File: config.mk
export PLATFORM = sky130hd
export DESIGN_NAME = terminal_mux_channel_scanner
export DESIGN_NICKNAME = d
export VERILOG_FILES = /design/src/hw/rtl/tmcs_pkg.sv /design/src/hw/rtl/tmcs_front.sv /design/src/hw/rtl/tmcs_back.sv /design/src/hw/rtl/terminal_mux_channel_scanner.sv
export SDC_FILE = /design/constraint.sdc
export NUM_CORES = 1
export LEC_CHECK = 0
export ABC_AREA = 1
export BUFFER_PORTS_ARGS = -buffer_cell sky130_fd_sc_hd__buf_2
export CAP_MARGIN = 20
export CORE_MARGIN = 2
export CORE_UTILIZATION = 45
export CTS_BUF_LIST = sky130_fd_sc_hd__clkbuf_16
export DETAILED_ROUTE_END_ITERATION = 8
export GPL_TIMING_DRIVEN = 1
export PLACE_DENSITY = 0.62
export REMOVE_ABC_BUFFERS = 1
export SLEW_MARGIN = 20
export SYNTH_ARGS = -nofsm -noshare
export SYNTH_HDL_FRONTEND = slang
export SYNTH_SLANG_ARGS = --single-unit
File: constraint.sdc
create_clock -name clk -period 8 [get_ports clk]
set_input_delay 1.6 -clock clk [delete_from_list [all_inputs] [get_ports clk]]
set_output_delay 1.6 -clock clk [all_outputs]
set_load 0.02 [all_outputs]
File: src/hw/rtl/tmcs_pkg.sv
// shared types and constants for the terminal mux channel scanner
// item and result layouts, operation and function codes, back-end state type
// no dependencies
package tmcs_pkg;

    // default number of terminal lines
    localparam int DEF_MAX_LINES = 64;

    // stream widths in bits
    localparam int S_DATA_W = 32;
    localparam int M_DATA_W = 40;

    // configuration port
    localparam int APB_ADDR_W = 3;
    localparam int APB_DATA_W = 32;
    localparam logic REG_LINES = 1'b0;
    localparam logic REG_UNIT  = 1'b1;
    localparam logic [6:0] LINES_RESET = 7'd64;
    localparam logic [2:0] UNIT_RESET  = 3'd0;

    // output word codes that send a character
    localparam logic [2:0] TX_CODE_A = 3'd4;
    localparam logic [2:0] TX_CODE_B = 3'd6;

    // lines examined per cycle during a connect search
    localparam int SEARCH_LANES = 8;

    // queue between front and back
    localparam int QDEPTH = 2;

    // raw action codes on the input stream
    typedef enum logic [2:0] {
        ACT_FUNC    = 3'd0,
        ACT_OUTPUT  = 3'd1,
        ACT_READ    = 3'd2,
        ACT_CONNECT = 3'd3,
        ACT_RECV    = 3'd4,
        ACT_DROP    = 3'd5
    } action_t;

    // classified operation handed to the back end
    typedef enum logic [2:0] {
        OP_NONE,
        OP_FUNC,
        OP_OUT,
        OP_READ,
        OP_CONNECT,
        OP_RECV,
        OP_DROP
    } op_t;

    // selected channel function
    typedef enum logic [1:0] {
        FN_NONE   = 2'd0,
        FN_OUTPUT = 2'd1,
        FN_STATUS = 2'd2,
        FN_INPUT  = 2'd3
    } func_t;

    // back-end sequencer states
    typedef enum logic [1:0] {
        ST_IDLE,
        ST_EXEC,
        ST_SEARCH
    } st_t;

    // one queued item
    typedef struct packed {
        op_t         op;
        logic [11:0] word;
        logic [5:0]  line;
        logic [6:0]  rx;
    } item_t;

    // one result item, func_accepted in the lowest bit
    typedef struct packed {
        logic [5:0]  connect_line;
        logic        connect_ok;
        logic [6:0]  tx_char;
        logic [5:0]  tx_line;
        logic        tx_valid;
        logic [11:0] read_word;
        logic        read_valid;
        logic        func_accepted;
    } res_t;

    // back-end status seen by the top level
    typedef struct packed {
        logic executing;
        logic searching;
    } back_stat_t;

endpackage

File: src/hw/rtl/tmcs_front.sv
// front end: accepts input items, classifies the action, queues them
// depends on tmcs_pkg
module tmcs_front (
    input  logic                          clk,
    input  logic                          rst_n,
    input  logic                          s_tvalid,
    output logic                          s_tready,
    // action [2:0], channel_word [14:3], line_index [20:15], rx_char [27:21]
    input  logic [tmcs_pkg::S_DATA_W-1:0] s_tdata,
    output logic                          q_valid,
    output tmcs_pkg::item_t               q_item,
    input  logic                          q_pop
);
    import tmcs_pkg::*;

    localparam int PTR_W = (QDEPTH > 1) ? $clog2(QDEPTH) : 1;
    localparam int CNT_W = $clog2(QDEPTH + 1);

    item_t            fifo_reg [QDEPTH];
    logic [PTR_W-1:0] wr_ptr_reg, wr_ptr_next;
    logic [PTR_W-1:0] rd_ptr_reg, rd_ptr_next;
    logic [CNT_W-1:0] count_reg, count_next;
    item_t            item_in;
    logic             push;

    // classify the incoming action
    always_comb
    begin
        item_in.word = s_tdata[14:3];
        item_in.line = s_tdata[20:15];
        item_in.rx   = s_tdata[27:21];
        unique case (s_tdata[2:0])
            ACT_FUNC:    item_in.op = OP_FUNC;
            ACT_OUTPUT:  item_in.op = OP_OUT;
            ACT_READ:    item_in.op = OP_READ;
            ACT_CONNECT: item_in.op = OP_CONNECT;
            ACT_RECV:    item_in.op = OP_RECV;
            ACT_DROP:    item_in.op = OP_DROP;
            default:     item_in.op = OP_NONE;
        endcase
    end

    // queue bookkeeping
    assign s_tready = (count_reg != CNT_W'(QDEPTH));
    assign push     = s_tvalid && s_tready;
    assign q_valid  = (count_reg != '0);
    assign q_item   = fifo_reg[rd_ptr_reg];

    always_comb
    begin
        wr_ptr_next = wr_ptr_reg;
        rd_ptr_next = rd_ptr_reg;
        count_next  = count_reg;
        if (push)
        begin
            wr_ptr_next = (wr_ptr_reg == PTR_W'(QDEPTH - 1)) ? '0 : wr_ptr_reg + 1'b1;
        end
        if (q_pop)
        begin
            rd_ptr_next = (rd_ptr_reg == PTR_W'(QDEPTH - 1)) ? '0 : rd_ptr_reg + 1'b1;
        end
        if (push && !q_pop)
        begin
            count_next = count_reg + 1'b1;
        end
        else if (q_pop && !push)
        begin
            count_next = count_reg - 1'b1;
        end
    end

    always_ff @(posedge clk or negedge rst_n)
    begin
        if (!rst_n)
        begin
            wr_ptr_reg <= '0;
            rd_ptr_reg <= '0;
            count_reg  <= '0;
        end
        else
        begin
            wr_ptr_reg <= wr_ptr_next;
            rd_ptr_reg <= rd_ptr_next;
            count_reg  <= count_next;
        end
    end

    // queue storage, no reset needed
    always_ff @(posedge clk)
    begin
        if (push)
        begin
            fifo_reg[wr_ptr_reg] <= item_in;
        end
    end

endmodule

File: src/hw/rtl/tmcs_back.sv
// back end: line tables, scan counter, held characters, connect search
// and the result register; depends on tmcs_pkg
module tmcs_back #(
    parameter int MAX_LINES = tmcs_pkg::DEF_MAX_LINES
) (
    input  logic                          clk,
    input  logic                          rst_n,
    input  logic [6:0]                    lines_in_use,
    input  logic [2:0]                    unit_number,
    input  logic                          q_valid,
    input  tmcs_pkg::item_t               q_item,
    output logic                          q_pop,
    output logic                          m_tvalid,
    input  logic                          m_tready,
    output logic [tmcs_pkg::M_DATA_W-1:0] m_tdata,
    output tmcs_pkg::back_stat_t          stat
);
    import tmcs_pkg::*;

    localparam int LINE_W = (MAX_LINES > 1) ? $clog2(MAX_LINES) : 1;
    localparam int NCNT_W = $clog2(MAX_LINES + 1);
    localparam int NCHUNK = (MAX_LINES + SEARCH_LANES - 1) / SEARCH_LANES;
    localparam int PAD_W  = NCHUNK * SEARCH_LANES;
    localparam int CH_W   = (NCHUNK > 1) ? $clog2(NCHUNK) : 1;
    localparam int LANE_W = $clog2(SEARCH_LANES);
    localparam int RES_W  = $bits(res_t);

    st_t                  state_reg, state_next;
    item_t                op_reg;
    func_t                func_reg, func_next;
    logic [7:0]           scan_reg, scan_next;
    logic [MAX_LINES-1:0] conn_reg, conn_next;
    logic [MAX_LINES-1:0] pend_reg, pend_next;
    logic [CH_W-1:0]      chunk_reg, chunk_next;
    logic                 out_valid_reg;
    res_t                 out_reg;
    res_t                 res;
    logic                 load_out;
    logic                 out_free;

    logic [6:0]           held_mem [MAX_LINES];
    logic [6:0]           mem_rdata_reg;
    logic                 mem_we;

    logic [NCNT_W-1:0]    n_lines;
    logic [LINE_W-1:0]    port_idx;
    logic [LINE_W-1:0]    ev_idx;
    logic                 port_ok;
    logic                 ev_in;
    logic [PAD_W-1:0]     conn_pad;
    logic [SEARCH_LANES-1:0] lane_free;
    logic                 hit;
    logic [LANE_W-1:0]    hit_lane;
    logic [8:0]           hit_pos;
    logic                 search_done;

    // effective number of lines
    assign n_lines = (32'(lines_in_use) > MAX_LINES) ? NCNT_W'(MAX_LINES)
                                                      : NCNT_W'(lines_in_use);

    assign out_free = !out_valid_reg || m_tready;
    assign port_idx = LINE_W'(scan_reg);
    assign ev_idx   = LINE_W'(op_reg.line);
    assign port_ok  = ({1'b0, scan_reg} < 9'(n_lines)) && conn_reg[port_idx];
    assign ev_in    = (9'(op_reg.line) < 9'(n_lines));

    // one chunk of lines per cycle for the lowest-free search
    assign conn_pad = PAD_W'(conn_reg);

    always_comb
    begin
        hit      = 1'b0;
        hit_lane = '0;
        for (int j = 0; j < SEARCH_LANES; j++)
        begin
            lane_free[j] = ((32'(chunk_reg) * SEARCH_LANES + j) < 32'(n_lines)) &&
                           !conn_pad[32'(chunk_reg) * SEARCH_LANES + j];
        end
        for (int j = SEARCH_LANES - 1; j >= 0; j--)
        begin
            if (lane_free[j])
            begin
                hit      = 1'b1;
                hit_lane = LANE_W'(j);
            end
        end
    end

    assign hit_pos     = 9'(32'(chunk_reg) * SEARCH_LANES + 32'(hit_lane));
    assign search_done = hit ||
                         ((32'(chunk_reg) + 1) * SEARCH_LANES >= 32'(n_lines));

    // next state
    always_comb
    begin
        state_next = state_reg;
        unique case (state_reg)
            ST_IDLE:
            begin
                if (q_valid && out_free)
                begin
                    state_next = ST_EXEC;
                end
            end
            ST_EXEC:
            begin
                state_next = (op_reg.op == OP_CONNECT) ? ST_SEARCH : ST_IDLE;
            end
            ST_SEARCH:
            begin
                if (search_done)
                begin
                    state_next = ST_IDLE;
                end
            end
            default: state_next = ST_IDLE;
        endcase
    end

    // sequencer outputs
    always_comb
    begin
        q_pop          = (state_reg == ST_IDLE) && q_valid && out_free;
        stat.executing = (state_reg == ST_EXEC);
        stat.searching = (state_reg == ST_SEARCH);
    end

    // execute the current item
    always_comb
    begin
        res        = '0;
        load_out   = 1'b0;
        func_next  = func_reg;
        scan_next  = scan_reg;
        conn_next  = conn_reg;
        pend_next  = pend_reg;
        chunk_next = chunk_reg;
        mem_we     = 1'b0;
        if (state_reg == ST_EXEC)
        begin
            load_out = (op_reg.op != OP_CONNECT);
            case (op_reg.op)
                OP_FUNC:
                begin
                    if (op_reg.word[11:9] == unit_number &&
                        op_reg.word[8:0] >= 9'(FN_OUTPUT) &&
                        op_reg.word[8:0] <= 9'(FN_INPUT))
                    begin
                        func_next         = func_t'(op_reg.word[1:0]);
                        scan_next         = '0;
                        res.func_accepted = 1'b1;
                    end
                end
                OP_OUT:
                begin
                    if (func_reg == FN_OUTPUT)
                    begin
                        scan_next = scan_reg + 8'd1;
                        if (port_ok && (op_reg.word[11:9] == TX_CODE_A ||
                                        op_reg.word[11:9] == TX_CODE_B))
                        begin
                            res.tx_valid = 1'b1;
                            res.tx_line  = scan_reg[5:0];
                            res.tx_char  = op_reg.word[7:1];
                        end
                    end
                end
                OP_READ:
                begin
                    if (func_reg == FN_STATUS)
                    begin
                        res.read_valid = 1'b1;
                    end
                    else if (func_reg == FN_INPUT)
                    begin
                        scan_next      = scan_reg + 8'd1;
                        res.read_valid = 1'b1;
                        if (port_ok)
                        begin
                            res.read_word[9] = 1'b1;
                            if (pend_reg[port_idx])
                            begin
                                res.read_word[11]  = 1'b1;
                                res.read_word[7:1] = mem_rdata_reg;
                                pend_next[port_idx] = 1'b0;
                            end
                        end
                    end
                end
                OP_CONNECT:
                begin
                    chunk_next = '0;
                end
                OP_RECV:
                begin
                    if (ev_in && conn_reg[ev_idx] && !pend_reg[ev_idx] &&
                        op_reg.rx != 7'd0)
                    begin
                        mem_we            = 1'b1;
                        pend_next[ev_idx] = 1'b1;
                    end
                end
                OP_DROP:
                begin
                    if (32'(op_reg.line) < MAX_LINES)
                    begin
                        conn_next[ev_idx] = 1'b0;
                        pend_next[ev_idx] = 1'b0;
                    end
                end
                default:
                begin
                end
            endcase
        end
        else if (state_reg == ST_SEARCH)
        begin
            chunk_next = chunk_reg + 1'b1;
            load_out   = search_done;
            if (hit)
            begin
                conn_next[LINE_W'(hit_pos)] = 1'b1;
                pend_next[LINE_W'(hit_pos)] = 1'b0;
                res.connect_ok   = 1'b1;
                res.connect_line = hit_pos[5:0];
            end
        end
    end

    // control state
    always_ff @(posedge clk or negedge rst_n)
    begin
        if (!rst_n)
        begin
            state_reg     <= ST_IDLE;
            func_reg      <= FN_NONE;
            scan_reg      <= '0;
            conn_reg      <= '0;
            pend_reg      <= '0;
            chunk_reg     <= '0;
            out_valid_reg <= 1'b0;
        end
        else
        begin
            state_reg <= state_next;
            func_reg  <= func_next;
            scan_reg  <= scan_next;
            conn_reg  <= conn_next;
            pend_reg  <= pend_next;
            chunk_reg <= chunk_next;
            if (load_out)
            begin
                out_valid_reg <= 1'b1;
            end
            else if (m_tready)
            begin
                out_valid_reg <= 1'b0;
            end
        end
    end

    // payload registers
    always_ff @(posedge clk)
    begin
        if (q_pop)
        begin
            op_reg <= q_item;
        end
        if (load_out)
        begin
            out_reg <= res;
        end
    end

    // held character store, read address is the scanned line
    always_ff @(posedge clk)
    begin
        if (mem_we)
        begin
            held_mem[ev_idx] <= op_reg.rx;
        end
        mem_rdata_reg <= held_mem[port_idx];
    end

    assign m_tvalid = out_valid_reg;
    assign m_tdata  = {(M_DATA_W - RES_W)'(0), out_reg};

endmodule

File: src/hw/rtl/terminal_mux_channel_scanner.sv
// Flow: an input item is queued in the front end, popped by the back end and then
// executed into the result register; a connect then searches for the lowest free
// line in groups of 8. The back end pops a new item only once the current one is
// done and the result register is free. Two items can queue while a result waits.
// Reset: rst_n clears function, scan counter, line flags, queue and result.
// Held characters are not cleared and are read only while pending.
module terminal_mux_channel_scanner #(
    parameter int MAX_LINES = tmcs_pkg::DEF_MAX_LINES
) (
    input  logic                            clk,
    input  logic                            rst_n,
    // stream in
    input  logic                            s_tvalid,
    output logic                            s_tready,
    // action [2:0], channel_word [14:3], line_index [20:15], rx_char [27:21]
    input  logic [tmcs_pkg::S_DATA_W-1:0]   s_tdata,
    // stream out
    output logic                            m_tvalid,
    input  logic                            m_tready,
    // func_accepted [0], read_valid [1], read_word [13:2], tx_valid [14],
    // tx_line [20:15], tx_char [27:21], connect_ok [28], connect_line [34:29]
    output logic [tmcs_pkg::M_DATA_W-1:0]   m_tdata,
    // configuration
    input  logic                            psel,
    input  logic                            penable,
    input  logic                            pwrite,
    input  logic [tmcs_pkg::APB_ADDR_W-1:0] paddr,
    input  logic [tmcs_pkg::APB_DATA_W-1:0] pwdata,
    output logic [tmcs_pkg::APB_DATA_W-1:0] prdata,
    output logic                            pready
);
    import tmcs_pkg::*;

    logic [6:0] lines_reg;
    logic [2:0] unit_reg;
    logic       cfg_write;
    logic       q_valid;
    logic       q_pop;
    item_t      q_item;
    back_stat_t stat;

    // register access
    assign pready    = 1'b1;
    assign cfg_write = psel && penable && pwrite && pready;

    always_ff @(posedge clk or negedge rst_n)
    begin
        if (!rst_n)
        begin
            lines_reg <= LINES_RESET;
            unit_reg  <= UNIT_RESET;
        end
        else if (cfg_write)
        begin
            unique case (paddr[2])
                REG_LINES: lines_reg <= pwdata[6:0];
                REG_UNIT:  unit_reg  <= pwdata[2:0];
                default:
                begin
                end
            endcase
        end
    end

    always_comb
    begin
        unique case (paddr[2])
            REG_LINES: prdata = APB_DATA_W'(lines_reg);
            REG_UNIT:  prdata = APB_DATA_W'(unit_reg);
            default:   prdata = '0;
        endcase
    end

    // front end and queue
    tmcs_front u_front (
        .clk      (clk),
        .rst_n    (rst_n),
        .s_tvalid (s_tvalid),
        .s_tready (s_tready),
        .s_tdata  (s_tdata),
        .q_valid  (q_valid),
        .q_item   (q_item),
        .q_pop    (q_pop)
    );

    // back end
    tmcs_back #(
        .MAX_LINES (MAX_LINES)
    ) u_back (
        .clk          (clk),
        .rst_n        (rst_n),
        .lines_in_use (lines_reg),
        .unit_number  (unit_reg),
        .q_valid      (q_valid),
        .q_item       (q_item),
        .q_pop        (q_pop),
        .m_tvalid     (m_tvalid),
        .m_tready     (m_tready),
        .m_tdata      (m_tdata),
        .stat         (stat)
    );

`ifndef NO_ASSERTIONS
    // at most one kind of result per item
    a_one_kind: assert property (@(posedge clk) disable iff (!rst_n)
        m_tvalid |-> $onehot0({m_tdata[0], m_tdata[1], m_tdata[14], m_tdata[28]}))
        else $error("result carries more than one kind");

    // a ready character is only reported on a connected line
    a_ready_conn: assert property (@(posedge clk) disable iff (!rst_n)
        (m_tvalid && m_tdata[13]) |-> m_tdata[11])
        else $error("char ready without connected bit");

    // a failed connect reports line zero
    a_conn_zero: assert property (@(posedge clk) disable iff (!rst_n)
        (m_tvalid && !m_tdata[28]) |-> (m_tdata[34:29] == 6'd0))
        else $error("connect line set without connect");

    // the result register is empty while an item is being worked on
    a_busy_empty: assert property (@(posedge clk) disable iff (!rst_n)
        (stat.executing || stat.searching) |-> !m_tvalid)
        else $error("result pending while back end busy");
`endif

endmodule

==> results_dict.tcl <==
set metrics [dict create \
    whs_path_depth 2 \
    yosys_warnings 0 \
    holdPathEnd "u_back.pend_reg[12]" \
    avgSynthCellArea_sq_um 9.12 \
    post_dp_cell_area_sq_mm 0.0370 \
    grt_start_max_net_pins 98 \
    cts_buffer_depth 3 \
    die_h_microns 286 \
    start_kind "flip-flop" \
    p_leak_nw 15.3 \
    cts_resized 0 \
    cp_cell_sequence "inv_2 > nand3_1 > buf_4 > nor2_1 > nor2_1 > nand2_1 > nor2_1 > nand2_1 > nand2_1 > nand2_1 > nor2_1 > nand3_1 > nand3_1 > nand2_1 > nor2_4 > buf_4 > nand2_1 > nand2_1 > nand2_1" \
    routed-via-count 29200 \
    hold_viol 0 \
    cp.arrival_ps 5740 \
    critPathSlowestCell "edfxtp_1" \
    numPortBuffers 83 \
    syn2layout_area_growth_pct 10.7 \
    hpwlAfterDp_microns 69700 \
    cts_sinks 729 \
    reg2reg_depth 19 \
    stdcell_area_sq_mm 0.0396 \
    tns_ps 0 \
    final_nets 4036 \
    num-fill-cells 7341 \
    hold-worst-slack_ps 493 \
    yosysTopAreaCellShare_pct 47.3 \
    outcome "finished clean" \
    antenna_found_initial 2 \
    rsz0062_at_grt "false" \
    setup_viol 0 \
    fin_worst_skew_ps 41.5 \
    drt-wirelength-per-cell_microns 22.8 \
    clock.fmax_ghz 0.192 \
    drc 0 \
    track_usage_pct 27.7 \
    ys_seq_area_share_pct 58.8 \
    max-cap-violations 0 \
    power_mw 14.5 \
    grt_pass1_wl_microns 170000 \
    detail_route.iter0.violations 3692 \
    cp-end-kind "flip-flop" \
    largest_register_ffs 448 \
    worstSetupPathType "reg -> reg" \
    synthTopCellsByArea "edfxtp_1 47%, nand2_1 13%, dfrtp_1 11%" \
    clkLatencyLatePin_ps 660 \
    cellPowerDensity_mw_per_mm2 367 \
    postCtsSetupBuffers 0 \
    firstDrtPassIters 8 \
    yosys.area.top_type "edfxtp_1" \
    finalWirelength_microns 115000 \
    die-area_sq_mm 0.0818 \
    grt_overflow 0 \
    grt_pass1_vias 26900 \
    cts_tree "yes" \
    critical_path.max_stage_delay_ps 930 \
    avgViaCountPerCell 5.78 \
    tightest_slew_ps 1190 \
    fin_crit_ps 5220 \
    drv_slew 0 \
    synthDistinctLibCells 51 \
    r2r-end "u_back.pend_reg[50]" \
    synth_enable_flop_cells 564 \
    worstHoldStart "u_back.pend_reg[12]" \
    rows 103 \
    hold_class "reg -> reg" \
    yosys_most_used_dff "edfxtp_1" \
    worstPathRequired_ps 8520 \
    reg2reg_from "u_back.ev_idx[0]" \
    io_pins 149 \
    syn-cell-area_sq_mm 0.0358 \
    finalWeightedCongestion 0.947 \
    clkTransAtPathRegs_ps 60 \
    cts-root-buf "clkbuf_16" \
    reg2reg_setup_slack_ps 2780 \
    hold_buffers 0 \
    crit_path_frequent_cell "nand2_1" \
    synthCells 3923 \
    max_slew_margin_pct 20.7 \
    die_x_microns 286 \
    drive_gt1_share_pct 9.20 \
    initial_utilization_pct 45.4 \
    cts_max_level 3 \
    ant_nets 0 \
    cts_buffers 77 \
    ys_ff_latch 729 \
    vdd_drop_max_v 0.000323 \
    async_flop_share_pct 21.7 \
    core_sq_mm 0.0789 \
    period_share_pct 65.2 \
    crit_path_max_fanout 41 \
]
-- power breakdown --
group | internal, mW | leakage (nW) | switching (mW)
registers | 4.92 | 7.35 | 0.365
logic | 1.26 | 6.74 | 4.42
clock network | 1.97 | 1.25 | 1.57
total | 8.16 | 15.3 | 6.36
-- how the worst max path moves through the flow --
stage,startpoint,endpoint,slack (ps),cells after the start
after floorplan,u_back.op_reg[26],u_back.pend_reg[42],420,9
after global placement,u_back.ev_idx[0],u_back.held_mem[33][1],3050,14
after detailed placement,u_back.ev_idx[0],u_back.pend_reg[58],3040,19
after CTS,u_back.ev_idx[0],u_back.pend_reg[16],3030,19
after global routing,u_back.ev_idx[0],u_back.pend_reg[24],2630,19
final,u_back.ev_idx[0],u_back.pend_reg[50],2780,19
-- through the flow --
stage          instances  setup slack [ps]  util [%]
2_1_floorplan       3699               418         -
3_3_place_gp        4905              3050      46.8
5_1_grt             5048              2630      50.2
4_1_cts             5047              3030      50.0
3_5_place_dp        4906              3040      46.9
6_report            5049              2780      50.2
-- final cells by class --
type / instances / area, sq um / area share [%]
antenna: 1 / 2.50 / 0.00632
clock buffer: 77 / 1930 / 4.87
clock inverter: 64 / 543 / 1.37
inverter: 239 / 900 / 2.27
multi-input combinational: 2731 / 12900 / 32.5
sequential: 729 / 21000 / 53.1
tap: 1050 / 1310 / 3.32
timing repair buffer: 158 / 1000 / 2.54
-- cells by family after synthesis --
group / Yosys count / share of synthesized area (%)
fa+ha+maj: 26 / 0.909
simple gates: 2062 / 23.6
flops: 729 / 58.8
buf+inv: 495 / 6.24
other cells: 2 / 0.0210
compound gates: 600 / 10.3
xor+xnor: 9 / 0.220
-- cell usage in the layout, fill, tap and decap left out, types with 6 or more instances in the layout --
cell type  instances
clkbuf_16         77
a22o_1            39
inv_1            230
nor2_2            10
o21ai_0          279
nand2_2            7
edfxtp_1         564
nand4_1          109
ha_1              25
conb_1            34
nor3_2            43
dfrtp_1          154
clkinv_2          14
nor4_1             6
nand3_2            7
xor2_1             6
a221oi_1          44
a21oi_1          112
nand2_1         1276
nand3_1          117
nor3_1            47
o211ai_1           8
nor2_1           428
dfxtp_1            7
a22oi_1           73
clkinv_1          22
buf_2             82
inv_2             19
a221o_1           20
buf_4             74
bufinv_16          6
-- Yosys cell counts (7+ instances only) --
cell type,instances
clkbuf_1,99
nand2_1,1277
buf_6,13
a221oi_1,44
dfrtp_1,157
inv_1,224
inv_2,13
buf_4,55
nor2_1,433
nand2_2,7
nand4_1,109
a22oi_1,73
buf_2,56
a221o_1,20
edfxtp_1,564
buf_1,32
o211ai_1,8
o21ai_0,279
nand3_1,118
ha_1,26
a21oi_1,112
nor3_1,87
dfxtp_1,7
a22o_1,39
-- routing by layer --
| layer | global-route usage, % | up-vias | wire, microns |
|---|---|---|---|
| met5 | 0 | - | 27 |
| met3 | 4.36 | 318 | 10100 |
| li1 | - | 13300 | - |
| met2 | 43.1 | 1477 | 52600 |
| met4 | 14.0 | 4 | 5760 |
| met1 | 37.6 | 14100 | 46500 |
-- critical path, delay by kind of cell (launching register included) --
family	cells	cell delay (ps)
buffers and inverters	3	1440
DFF	1	930
and+or+nand+nor	16	2670
(Power assumes the default switching activity.)
